File: src/llsu_pkg.sv
// Types, constants and decode helpers of the local memory load/store unit.
package llsu_pkg;

    localparam int LOCAL_DEPTH = 1024;
    localparam int LOCAL_AW    = $clog2(LOCAL_DEPTH);
    localparam int LANES       = 4;
    localparam int LANE_BITS   = $clog2(LANES);
    localparam int BANK_AW     = LOCAL_AW - LANE_BITS;
    localparam int BANK_DEPTH  = LOCAL_DEPTH / LANES;

    localparam logic [7:0] ZERO_REG = 8'd255;

    localparam logic [2:0] SZ_U8   = 3'd0;
    localparam logic [2:0] SZ_S8   = 3'd1;
    localparam logic [2:0] SZ_U16  = 3'd2;
    localparam logic [2:0] SZ_S16  = 3'd3;
    localparam logic [2:0] SZ_B32  = 3'd4;
    localparam logic [2:0] SZ_B64  = 3'd5;
    localparam logic [2:0] SZ_B128 = 3'd6;
    localparam logic [2:0] SZ_BAD  = 3'd7;

    typedef enum logic [1:0] {
        ST_OK        = 2'd0,
        ST_BAD_SIZE  = 2'd1,
        ST_UNALIGNED = 2'd2
    } t_status;

    typedef logic [LANES-1:0][31:0] t_lane_words;

    typedef struct packed {
        logic        operation;
        logic [63:0] instruction;
        logic [31:0] base_value;
        logic [31:0] store_word0;
        logic [31:0] store_word1;
        logic [31:0] store_word2;
        logic [31:0] store_word3;
    } t_in_beat;

    typedef struct packed {
        t_status     status;
        logic [7:0]  dest_register;
        logic [2:0]  word_count;
        logic [31:0] load_word0;
        logic [31:0] load_word1;
        logic [31:0] load_word2;
        logic [31:0] load_word3;
    } t_out_beat;

    // Decoded access held for the access and merge cycles.
    typedef struct packed {
        logic                store;
        logic [2:0]          size;
        t_status             status;
        logic [7:0]          reg_idx;
        logic [LOCAL_AW-1:0] widx;
        logic [1:0]          off_lo;
        logic [2:0]          count;
        t_lane_words         src;
    } t_req;

    typedef struct packed {
        logic               rd;
        logic               wr;
        logic [BANK_AW-1:0] addr;
        logic [31:0]        wdata;
    } t_lane_req;

    function automatic logic [2:0] words_of_size(input logic [2:0] size);
        logic [2:0] n;
        unique case (size)
            SZ_B64:  n = 3'd2;
            SZ_B128: n = 3'd4;
            default: n = 3'd1;
        endcase
        return n;
    endfunction

endpackage

File: src/llsu_merge.sv
// Merge stage: aligns lane read data into the result beat and builds the sub-word store word.
module llsu_merge (
    input  llsu_pkg::t_req        i_req,
    input  llsu_pkg::t_lane_words i_rdata,
    output llsu_pkg::t_out_beat   o_beat,
    output logic [31:0]           o_rmw_word
);
    import llsu_pkg::*;

    logic [1:0]  w_lo;
    logic [31:0] base_word;
    logic [7:0]  byte_val;
    logic [15:0] half_val;
    logic        sub;
    t_lane_words ld;

    always_comb begin
        w_lo      = i_req.widx[LANE_BITS-1:0];
        base_word = i_rdata[w_lo];
        sub       = (i_req.size <= SZ_S16);
        byte_val  = base_word[{i_req.off_lo, 3'b000} +: 8];
        half_val  = base_word[{i_req.off_lo[1], 4'b0000} +: 16];

        o_rmw_word = base_word;
        if (i_req.size <= SZ_S8) begin
            o_rmw_word[{i_req.off_lo, 3'b000} +: 8] = i_req.src[0][7:0];
        end else begin
            o_rmw_word[{i_req.off_lo[1], 4'b0000} +: 16] = i_req.src[0][15:0];
        end

        ld = '0;
        o_beat = '0;
        o_beat.status = i_req.status;
        if (i_req.status == ST_OK && !i_req.store) begin
            o_beat.dest_register = i_req.reg_idx;
            o_beat.word_count    = i_req.count;
            if (sub) begin
                if (i_req.size <= SZ_S8) begin
                    ld[0] = {{24{i_req.size[0] & byte_val[7]}}, byte_val};
                end else begin
                    ld[0] = {{16{i_req.size[0] & half_val[15]}}, half_val};
                end
            end else begin
                for (int i = 0; i < LANES; i++) begin
                    if (i < int'(i_req.count)) begin
                        ld[i] = i_rdata[w_lo + LANE_BITS'(i)];
                    end
                end
            end
        end
        o_beat.load_word0 = ld[0];
        o_beat.load_word1 = ld[1];
        o_beat.load_word2 = ld[2];
        o_beat.load_word3 = ld[3];
    end

endmodule

File: config.mk
export PLATFORM = sky130hd
export DESIGN_NAME = llsu_merge
export DESIGN_NICKNAME = d
export VERILOG_FILES = /design/src/llsu_pkg.sv /design/src/llsu_merge.sv
export SDC_FILE = /design/constraint.sdc
export NUM_CORES = 1
export LEC_CHECK = 0
export ABC_AREA = 1
export BUFFER_PORTS_ARGS = -buffer_cell sky130_fd_sc_hd__buf_4
export CAP_MARGIN = 5
export CORE_AREA = 4 4 177 179
export DETAILED_ROUTE_END_ITERATION = 8
export DIE_AREA = 0 0 181 183
export MAX_ROUTING_LAYER = met4
export SETUP_SLACK_MARGIN = 0.02
export SYNTH_ARGS = -nofsm -noshare
export SYNTH_HDL_FRONTEND = slang
export SYNTH_SLANG_ARGS = --single-unit
export TNS_END_PERCENT = 10
File: constraint.sdc
create_clock -name vclk -period 3
set_clock_uncertainty 0.1 [all_clocks]
set_input_delay 0.45 -clock vclk [all_inputs]
set_output_delay 0.45 -clock vclk [all_outputs]
set_load 0.01 [all_outputs]
==> flow_metrics.env, run 1 <==
export IMPL_required_ns=2.45
export IMPL_ir_drop_v=0.0000541
export IMPL_groute_layer_met3_usage_pct=3.63
export IMPL_synth_top_cells_by_count="nand2_1, inv_1, a21oi_1"
export IMPL_busiest_layer="met2"
export IMPL_antenna_found_initial=0
export IMPL_synth_xor_area_share_pct=0.281
export IMPL_flops_and_latches=0
export IMPL_worst_slew_pin_slew_ns=1.11
export IMPL_grt_pass1_vias=8671
export IMPL_worstPathMaxFanout=16
export IMPL_grt_usage_pct=18.8
export IMPL_max_slew_margin_pct=25.4
export IMPL_synth_most_common_cell="nand2_1"
export IMPL_worstSetupEndpointType="output port"
export IMPL_hold_violations=0
export IMPL_antenna_cells=0
export IMPL_antenna_left=0
export IMPL_cts_resized=0
export IMPL_tns_ns=0
export IMPL_dpl_hpwl_um=27100
export IMPL_cp_arrival_ns=2.22
export IMPL_start_kind="input port"
export IMPL_totalWireLength_um=32600
export IMPL_gp_congestion=0.911
export IMPL_first_pass_iters=5
export IMPL_slew_viol_final=0
export IMPL_drt_iter0_drc=576
export IMPL_nClkBuffers=0
export IMPL_viasPerCell=4.64
export IMPL_cp_common_cell="inv_1"
export IMPL_crit_end="o_rmw_word[11]"
export IMPL_max_freq_mhz=362
export IMPL_io_pins=458
export IMPL_cp_buffers_inverters=5
export IMPL_layoutNonFillerInstCount=1903
export IMPL_grt_overflow_total=0
export IMPL_grt_max_degree=57
export IMPL_syn2layout_area_growth_pct=50.3
export IMPL_synth_adder_area_share_pct=1.08
export IMPL_initial_core_util_pct=19.6
export IMPL_setup_violations=0
export IMPL_core_area_um2=29600
export IMPL_yosys_area_top_type="nand2_1"
export IMPL_yosys_area_share_simple_pct=41.1
export IMPL_yosysUniqueCellTypes=32
export IMPL_timing_final_crit_share_pct=92.2
export IMPL_synth_top_family_by_area="simple AND/OR/NAND/NOR gates"
export IMPL_power_mw=1.35
export IMPL_die_width_um=181
export IMPL_hp_class="input port to output port"
export IMPL_final_core_util_pct=29.4
export IMPL_critical_path_top_delay_family="buffers and inverters"
export IMPL_critical_path_class="input port to output port"
export IMPL_syn_avg_cell_area_um2=4.76
export IMPL_rows=63
export IMPL_critPathLaunch="i_req[131]"
export IMPL_vias=8827
export IMPL_rsz0062_at_grt="false"
export IMPL_synth_mux_area_share_pct=3.63
export IMPL_use_met1_pct=22.6
export IMPL_yosysWarnings=0
export IMPL_die_h_um=183
export IMPL_path_depth=9
export IMPL_hold_buffers=0
export IMPL_wl_per_cell_um=17.1
export IMPL_met2_usage_pct=32.4
export IMPL_post_cts_buffers=0
export IMPL_powerDensity_nw_per_um2=156
export IMPL_layout_min_cycle_time_ns=2.77
export IMPL_max_stage_delay_ns=0.40
export IMPL_cpMaxStageDelayCell="inv_1"
export IMPL_status="finished, final reports clean"
export IMPL_drv_cap=0
export IMPL_grt_pass1_wl_um=48800
export IMPL_synth_compound_area_share_pct=34.3
export IMPL_regArea_um2=0
export IMPL_final_layout_size_suffix_gt1_share_pct=30.4
export IMPL_path_cells="buf_4, inv_1, ha_1, inv_1, nand3_1, o22ai_1, a21oi_1, inv_1, buf_4"
export IMPL_syn_nets=1506
export IMPL_synthTopCellsByArea="nand2_1, a21oi_1, o21ai_0"
export IMPL_drc_errors=0
export IMPL_synthCells=1216
export IMPL_design_die_area_um2=33100
export IMPL_portBuffers=338
export IMPL_synth_seq_area_share_pct=0
export IMPL_nets=1805
export IMPL_netlist_area_um2=5790
export IMPL_yosys_area_top_type_share_pct=30.4
export IMPL_p_leak_nw=4.88
export IMPL_hp_start="i_req[152]"
export IMPL_dp_cells=1903
[cell type report]
type                            count  area, um^2
Timing Repair Buffer              388        2980
Inverter                          149         559
Tap cell                          390         488
Multi-Input combinational cell    976        4670
Fill cell                        3430       20900
[stage by stage]
step	hold slack (ns)	area, um^2	worst slack (ns)
global placement	0.995	8700	0.268
detailed placement	0.996	8700	0.252
finish	0.996	8700	0.234
global route	1.00	8700	0.0480
floorplan	0.887	5790	0.576
CTS	0.997	8700	0.253
[routing by layer]
layer / part of all wire (%) / up-vias
li1: - / 4478
met1: 41 / 3927
met2: 48 / 370
met3: 7.6 / 52
met4: 3.3 / 0
met5: 0 / -
[layout by cell type, fill, tap and decap left out, types with 4 or more instances in the layout]
cell type / n
ha_1: 5
inv_1: 142
o21ai_1: 58
o211ai_1: 6
nand2_1: 469
nand3_2: 11
a21oi_2: 10
a21oi_1: 134
mux2i_1: 21
o21ai_0: 123
buf_4: 382
o21ai_2: 17
buf_12: 5
or2_2: 7
nor2_1: 45
o221ai_1: 5
nor2_2: 4
nand2_2: 11
inv_2: 7
o22ai_1: 12
nand3_1: 31
[where the power goes]
group          internal [mW]  leakage (nW)  total (mW)  switching (mW)
clock                      0             0           0               0
sequential                 0             0           0               0
combinational          0.547          4.88        1.35           0.805
total                  0.547          4.88        1.35           0.805
[worst min-delay path by stage]
stage | cells past startpoint | endpoint
after global routing | 2 | o_beat[140]
after floorplan | 2 | o_beat[129]
after global placement | 2 | o_beat[140]
after detailed placement | 2 | o_beat[140]
final | 2 | o_beat[140]
after CTS | 2 | o_beat[140]
[cells by family (layout without fill, tap and decap cells)]
kind of cell,count (synthesis),after routing
compound gates,366,366
xor+xnor,1,1
fa+ha+maj,5,5
buf+inv,240,537
mux,21,21
simple gates,583,583
Power figures use the tool's default switching activity.
==> inputs of run 2 (changes only) <==
--- a/config.mk
+++ b/config.mk
@@ -8,9 +8,9 @@
 export ABC_AREA = 1
 export BUFFER_PORTS_ARGS = -buffer_cell sky130_fd_sc_hd__buf_4
 export CAP_MARGIN = 5
-export CORE_AREA = 4 4 177 179
+export CORE_AREA = 4 4 176 178
 export DETAILED_ROUTE_END_ITERATION = 8
-export DIE_AREA = 0 0 181 183
+export DIE_AREA = 0 0 180 182
 export MAX_ROUTING_LAYER = met4
 export SETUP_SLACK_MARGIN = 0.02
 export SYNTH_ARGS = -nofsm -noshare
==> constraint.sdc (replaced) <==
create_clock -name vclk -period 2.5
set_clock_uncertainty 0.1 [all_clocks]
set_input_delay 0.375 -clock vclk [all_inputs]
set_output_delay 0.375 -clock vclk [all_outputs]
set_load 0.01 [all_outputs]
==> flow_metrics.env, run 2 (same netlist as run 1, synthesis figures left out) <==
export IMPL_status="finished, final reports clean"
export IMPL_first_pass_iters=6
export IMPL_totalWireLength_um=33100
export IMPL_final_core_util_pct=30.8
export IMPL_slew_viol_final=0
export IMPL_ir_drop_v=0.0000593
export IMPL_grt_overflow_total=0
export IMPL_hold_violations=0
export IMPL_io_pins=458
export IMPL_critical_path_class="input port to output port"
export IMPL_start_kind="input port"
export IMPL_initial_core_util_pct=19.7
export IMPL_flops_and_latches=0
export IMPL_dpl_hpwl_um=27300
export IMPL_grt_pass1_vias=8557
export IMPL_drc_errors=0
export IMPL_gp_congestion=0.906
export IMPL_final_cell_mix="nand2_1, buf_4, inv_1"
export IMPL_worstSetupEndpointType="output port"
export IMPL_core_area_um2=29400
export IMPL_critPathLaunch="i_req[133]"
export IMPL_wl_per_cell_um=17.2
export IMPL_final_layout_size_suffix_gt1_share_pct=32.0
export IMPL_hp_start="i_req[152]"
export IMPL_nClkBuffers=0
export IMPL_post_route_cell_area_um2=9040
export IMPL_drt_iter0_drc=564
export IMPL_drv_cap=0
export IMPL_hp_class="input port to output port"
export IMPL_required_ns=2.03
export IMPL_dp_cells=1924
export IMPL_busiest_layer="met2"
export IMPL_viasPerCell=4.64
export IMPL_powerDensity_nw_per_um2=187
export IMPL_max_freq_mhz=411
export IMPL_vias=8944
export IMPL_layout_min_cycle_time_ns=2.43
export IMPL_grt_max_degree=55
export IMPL_final_common_cell="nand2_1"
export IMPL_rsz0062_at_grt="true"
export IMPL_worst_slew_pin_slew_ns=0.479
export IMPL_antenna_found_initial=0
export IMPL_grt_usage_pct=19.0
export IMPL_syn2layout_area_growth_pct=56.2
export IMPL_cp_arrival_ns=1.96
export IMPL_dpl_instance_area_um2=8950
export IMPL_antenna_left=0
export IMPL_tns_ns=0
export IMPL_use_met1_pct=23.2
export IMPL_timing_final_crit_share_pct=97.2
export IMPL_design_die_area_um2=32800
export IMPL_max_slew_margin_pct=67.7
export IMPL_hold_ws_ns=0.844
export IMPL_die_h_um=182
export IMPL_worstPathMaxFanout=32
export IMPL_hold_buffers=0
export IMPL_rows=63
export IMPL_antenna_cells=0
export IMPL_nets=1829
export IMPL_layoutNonFillerInstCount=1927
export IMPL_grt_pass1_wl_um=48500
export IMPL_p_leak_nw=5.04
export IMPL_met2_usage_pct=33.0
export IMPL_regArea_um2=0
export IMPL_die_width_um=180
export IMPL_groute_layer_met3_usage_pct=3.08
export IMPL_setup_violations=0
export IMPL_portBuffers=338
==> run 2: cell count changes in the layout (fill, tap and decap cells not counted), sizes merged <==
cell      before  now
buf          388  411
inv          149  148
clkinvlp       0    1
clkbuf         0    1
==> run 2: cell type report <==
class / instances / area (um^2)
fill: 3376 / 20400
multi-input combinational: 976 / 4690
timing repair buffer: 412 / 3300
inverter: 149 / 563
tap: 390 / 488
==> run 2: report_power, final <==
part | internal (mW) | switching [mW] | leakage [nW] | total [mW]
Sequential | 0 | 0 | 0 | 0
Clock | 0 | 0 | 0 | 0
Combinational | 0.707 | 0.987 | 5.04 | 1.69
Total | 0.707 | 0.987 | 5.04 | 1.69
==> run 2: final timing paths <==
path	to	slack (ns)	cells after the start
max	o_rmw_word[5]	0.07	11
min	o_beat[140]	0.84	2
==> run 2: per-stage QoR <==
step	total power [mW]	setup slack, ns
floorplan	0.919	0.226
global placement	1.66	0.0598
detailed placement	1.68	0.0231
CTS	1.68	0.0210
global route	1.87	0.00192
finish	1.69	0.0696
==> run 2: worst max-delay path, cell delays in order <==
cell     delay [ns]
buf_12         0.15
buf_4          0.18
o21ai_0        0.32
o21ai_1        0.19
buf_4          0.17
buf_4          0.15
nand2_1        0.05
o21ai_0        0.07
nand2_1        0.06
nand2_1        0.07
buf_4          0.15
==> run 2: layer usage <==
layer  vias to the layer above  routed length, um  part of all wire (%)
li1                       4533                  -                     -
met1                      3997              14100                    43
met2                       379              15800                    48
met3                        35               2410                   7.3
met4                         0                813                   2.5
met5                         -                  0                     0
==> run 2: repair_timing <==
item | CTS | global route
setup buffers | 0 | 2
setup endpoints to repair | 0 | 65
resized for setup | 0 | 15
==> inputs of run 3 (changes only) <==
==> constraint.sdc (replaced) <==
create_clock -name vclk -period 2
set_clock_uncertainty 0.1 [all_clocks]
set_input_delay 0.3 -clock vclk [all_inputs]
set_output_delay 0.3 -clock vclk [all_outputs]
set_load 0.01 [all_outputs]
==> flow_metrics.env, run 3 (same netlist as run 1, synthesis figures left out) <==
export IMPL_drv_cap=0
export IMPL_final_common_cell="buf_4"
export IMPL_intPower_mw=1.26
export IMPL_path_cells="buf_4, buf_8, xnor2_4, buf_12, buf_12, buf_4, nand2_1, a21oi_1, buf_4"
export IMPL_ir_drop_v=0.000115
export IMPL_nets=1922
export IMPL_design_die_area_um2=32800
export IMPL_flops_and_latches=0
export IMPL_critical_path_top_delay_family="buffers and inverters"
export IMPL_hold_violations=0
export IMPL_switching_share_pct=55.3
export IMPL_p_leak_nw=5.89
export IMPL_fin_ws_ns=-0.0831
export IMPL_start_kind="input port"
export IMPL_final_cell_mix="buf_4, nand2_1, inv_1"
export IMPL_dpl_hpwl_um=28700
export IMPL_portBuffers=338
export IMPL_rsz0062_at_grt="true"
export IMPL_drt_iter0_drc=482
export IMPL_antenna_found_initial=0
export IMPL_antenna_cells=0
export IMPL_rows=63
export IMPL_p_switching_mw=1.55
export IMPL_pwr_share_comb_pct=100.0
export IMPL_viasPerCell=4.77
export IMPL_violations="setup timing"
export IMPL_gp_congestion=0.911
export IMPL_worstPathMaxFanout=17
export IMPL_max_slew_margin_pct=73.2
export IMPL_totalWireLength_um=37200
export IMPL_nClkBuffers=0
export IMPL_antenna_left=0
export IMPL_power_mw=2.81
export IMPL_core_area_um2=29400
export IMPL_drc_errors=0
export IMPL_grt_max_degree=55
export IMPL_max_stage_delay_ns=0.19
export IMPL_post_route_cell_area_um2=11500
export IMPL_status="finished with violations"
export IMPL_grt_usage_pct=20.8
export IMPL_cpMaxStageDelayCell="a21oi_1"
export IMPL_max_freq_mhz=480
export IMPL_die_width_um=180
export IMPL_required_ns=1.60
export IMPL_die_h_um=182
export IMPL_cp_arrival_ns=1.68
export IMPL_grt_pass1_wl_um=53100
export IMPL_initial_core_util_pct=19.7
export IMPL_clkPwrFrac_pct=0
export IMPL_grt_overflow_total=0
export IMPL_p_seq_share_pct=0
export IMPL_hp_class="input port to output port"
export IMPL_layout_min_cycle_time_ns=2.08
export IMPL_slew_viol_final=0
export IMPL_powerDensity_nw_per_um2=244
export IMPL_setup_violations=29
export IMPL_syn2layout_area_growth_pct=99.2
export IMPL_regArea_um2=0
export IMPL_final_layout_size_suffix_gt1_share_pct=49.9
export IMPL_cp_common_cell="buf_4"
export IMPL_timing_final_crit_share_pct=104
export IMPL_worstSetupEndpointType="output port"
export IMPL_grt_pass1_vias=9162
export IMPL_first_pass_iters=5
export IMPL_worst_slew_pin_slew_ns=0.398
export IMPL_critical_path_class="input port to output port"
export IMPL_dpl_instance_area_um2=9500
export IMPL_wl_per_cell_um=18.4
export IMPL_cp_buffers_inverters=6
export IMPL_io_pins=458
export IMPL_vias=9640
-- run 3: worst paths after layout --
| kind | startpoint | to | slack, ns | cells after the start |
|---|---|---|---|---|
| max | i_req[134] | o_beat[78] | -0.08 | 9 |
| min | i_req[151] | o_beat[139] | 0.68 | 2 |
-- run 3: power groups by stage --
stage	Sequential [mW]	Combinational [mW]	Clock (mW)
2_1_floorplan	0	1.15	0
3_3_place_gp	0	2.20	0
3_5_place_dp	0	2.22	0
4_1_cts	0	2.51	0
5_1_grt	0	3.04	0
6_report	0	2.81	0
-- run 3: through the flow --
| step | setup TNS [ns] | setup WS [ns] | utilization, % | instances | hold WS (ns) |
|---|---|---|---|---|---|
| after floorplan | 0 | 0.0241 | - | 1216 | 0.587 |
| after global placement | -17.69 | -0.240 | 32.3 | 1989 | 0.695 |
| after detailed placement | -18.09 | -0.247 | 32.3 | 1989 | 0.697 |
| after CTS | -0.537 | -0.0405 | 35.5 | 2000 | 0.691 |
| after global routing | -6.11 | -0.146 | 39.2 | 2020 | 0.689 |
| final | -0.481 | -0.0831 | 39.2 | 2020 | 0.684 |
-- run 3: cell type report --
class / count / area (um^2)
Timing Repair Buffer: 504 / 4540
Tap cell: 390 / 488
Fill cell: 3195 / 17900
Inverter: 149 / 602
Multi-Input combinational cell: 977 / 5900
-- run 3: repair_timing --
action	CTS	global route
setup endpoints to repair	159	153
hold buffers	0	0
pin swaps	21	41
setup buffers	5	9
gates cloned	6	11
resized for setup	215	217
-- run 3: metal layers --
layer | up-vias | wire length (um) | global-route usage, %
li1 | 4746 | - | -
met2 | 379 | 18300 | 36.2
met4 | 0 | 951 | 4.18
met3 | 52 | 2330 | 3.31
met1 | 4463 | 15600 | 25.5
met5 | - | 0 | -
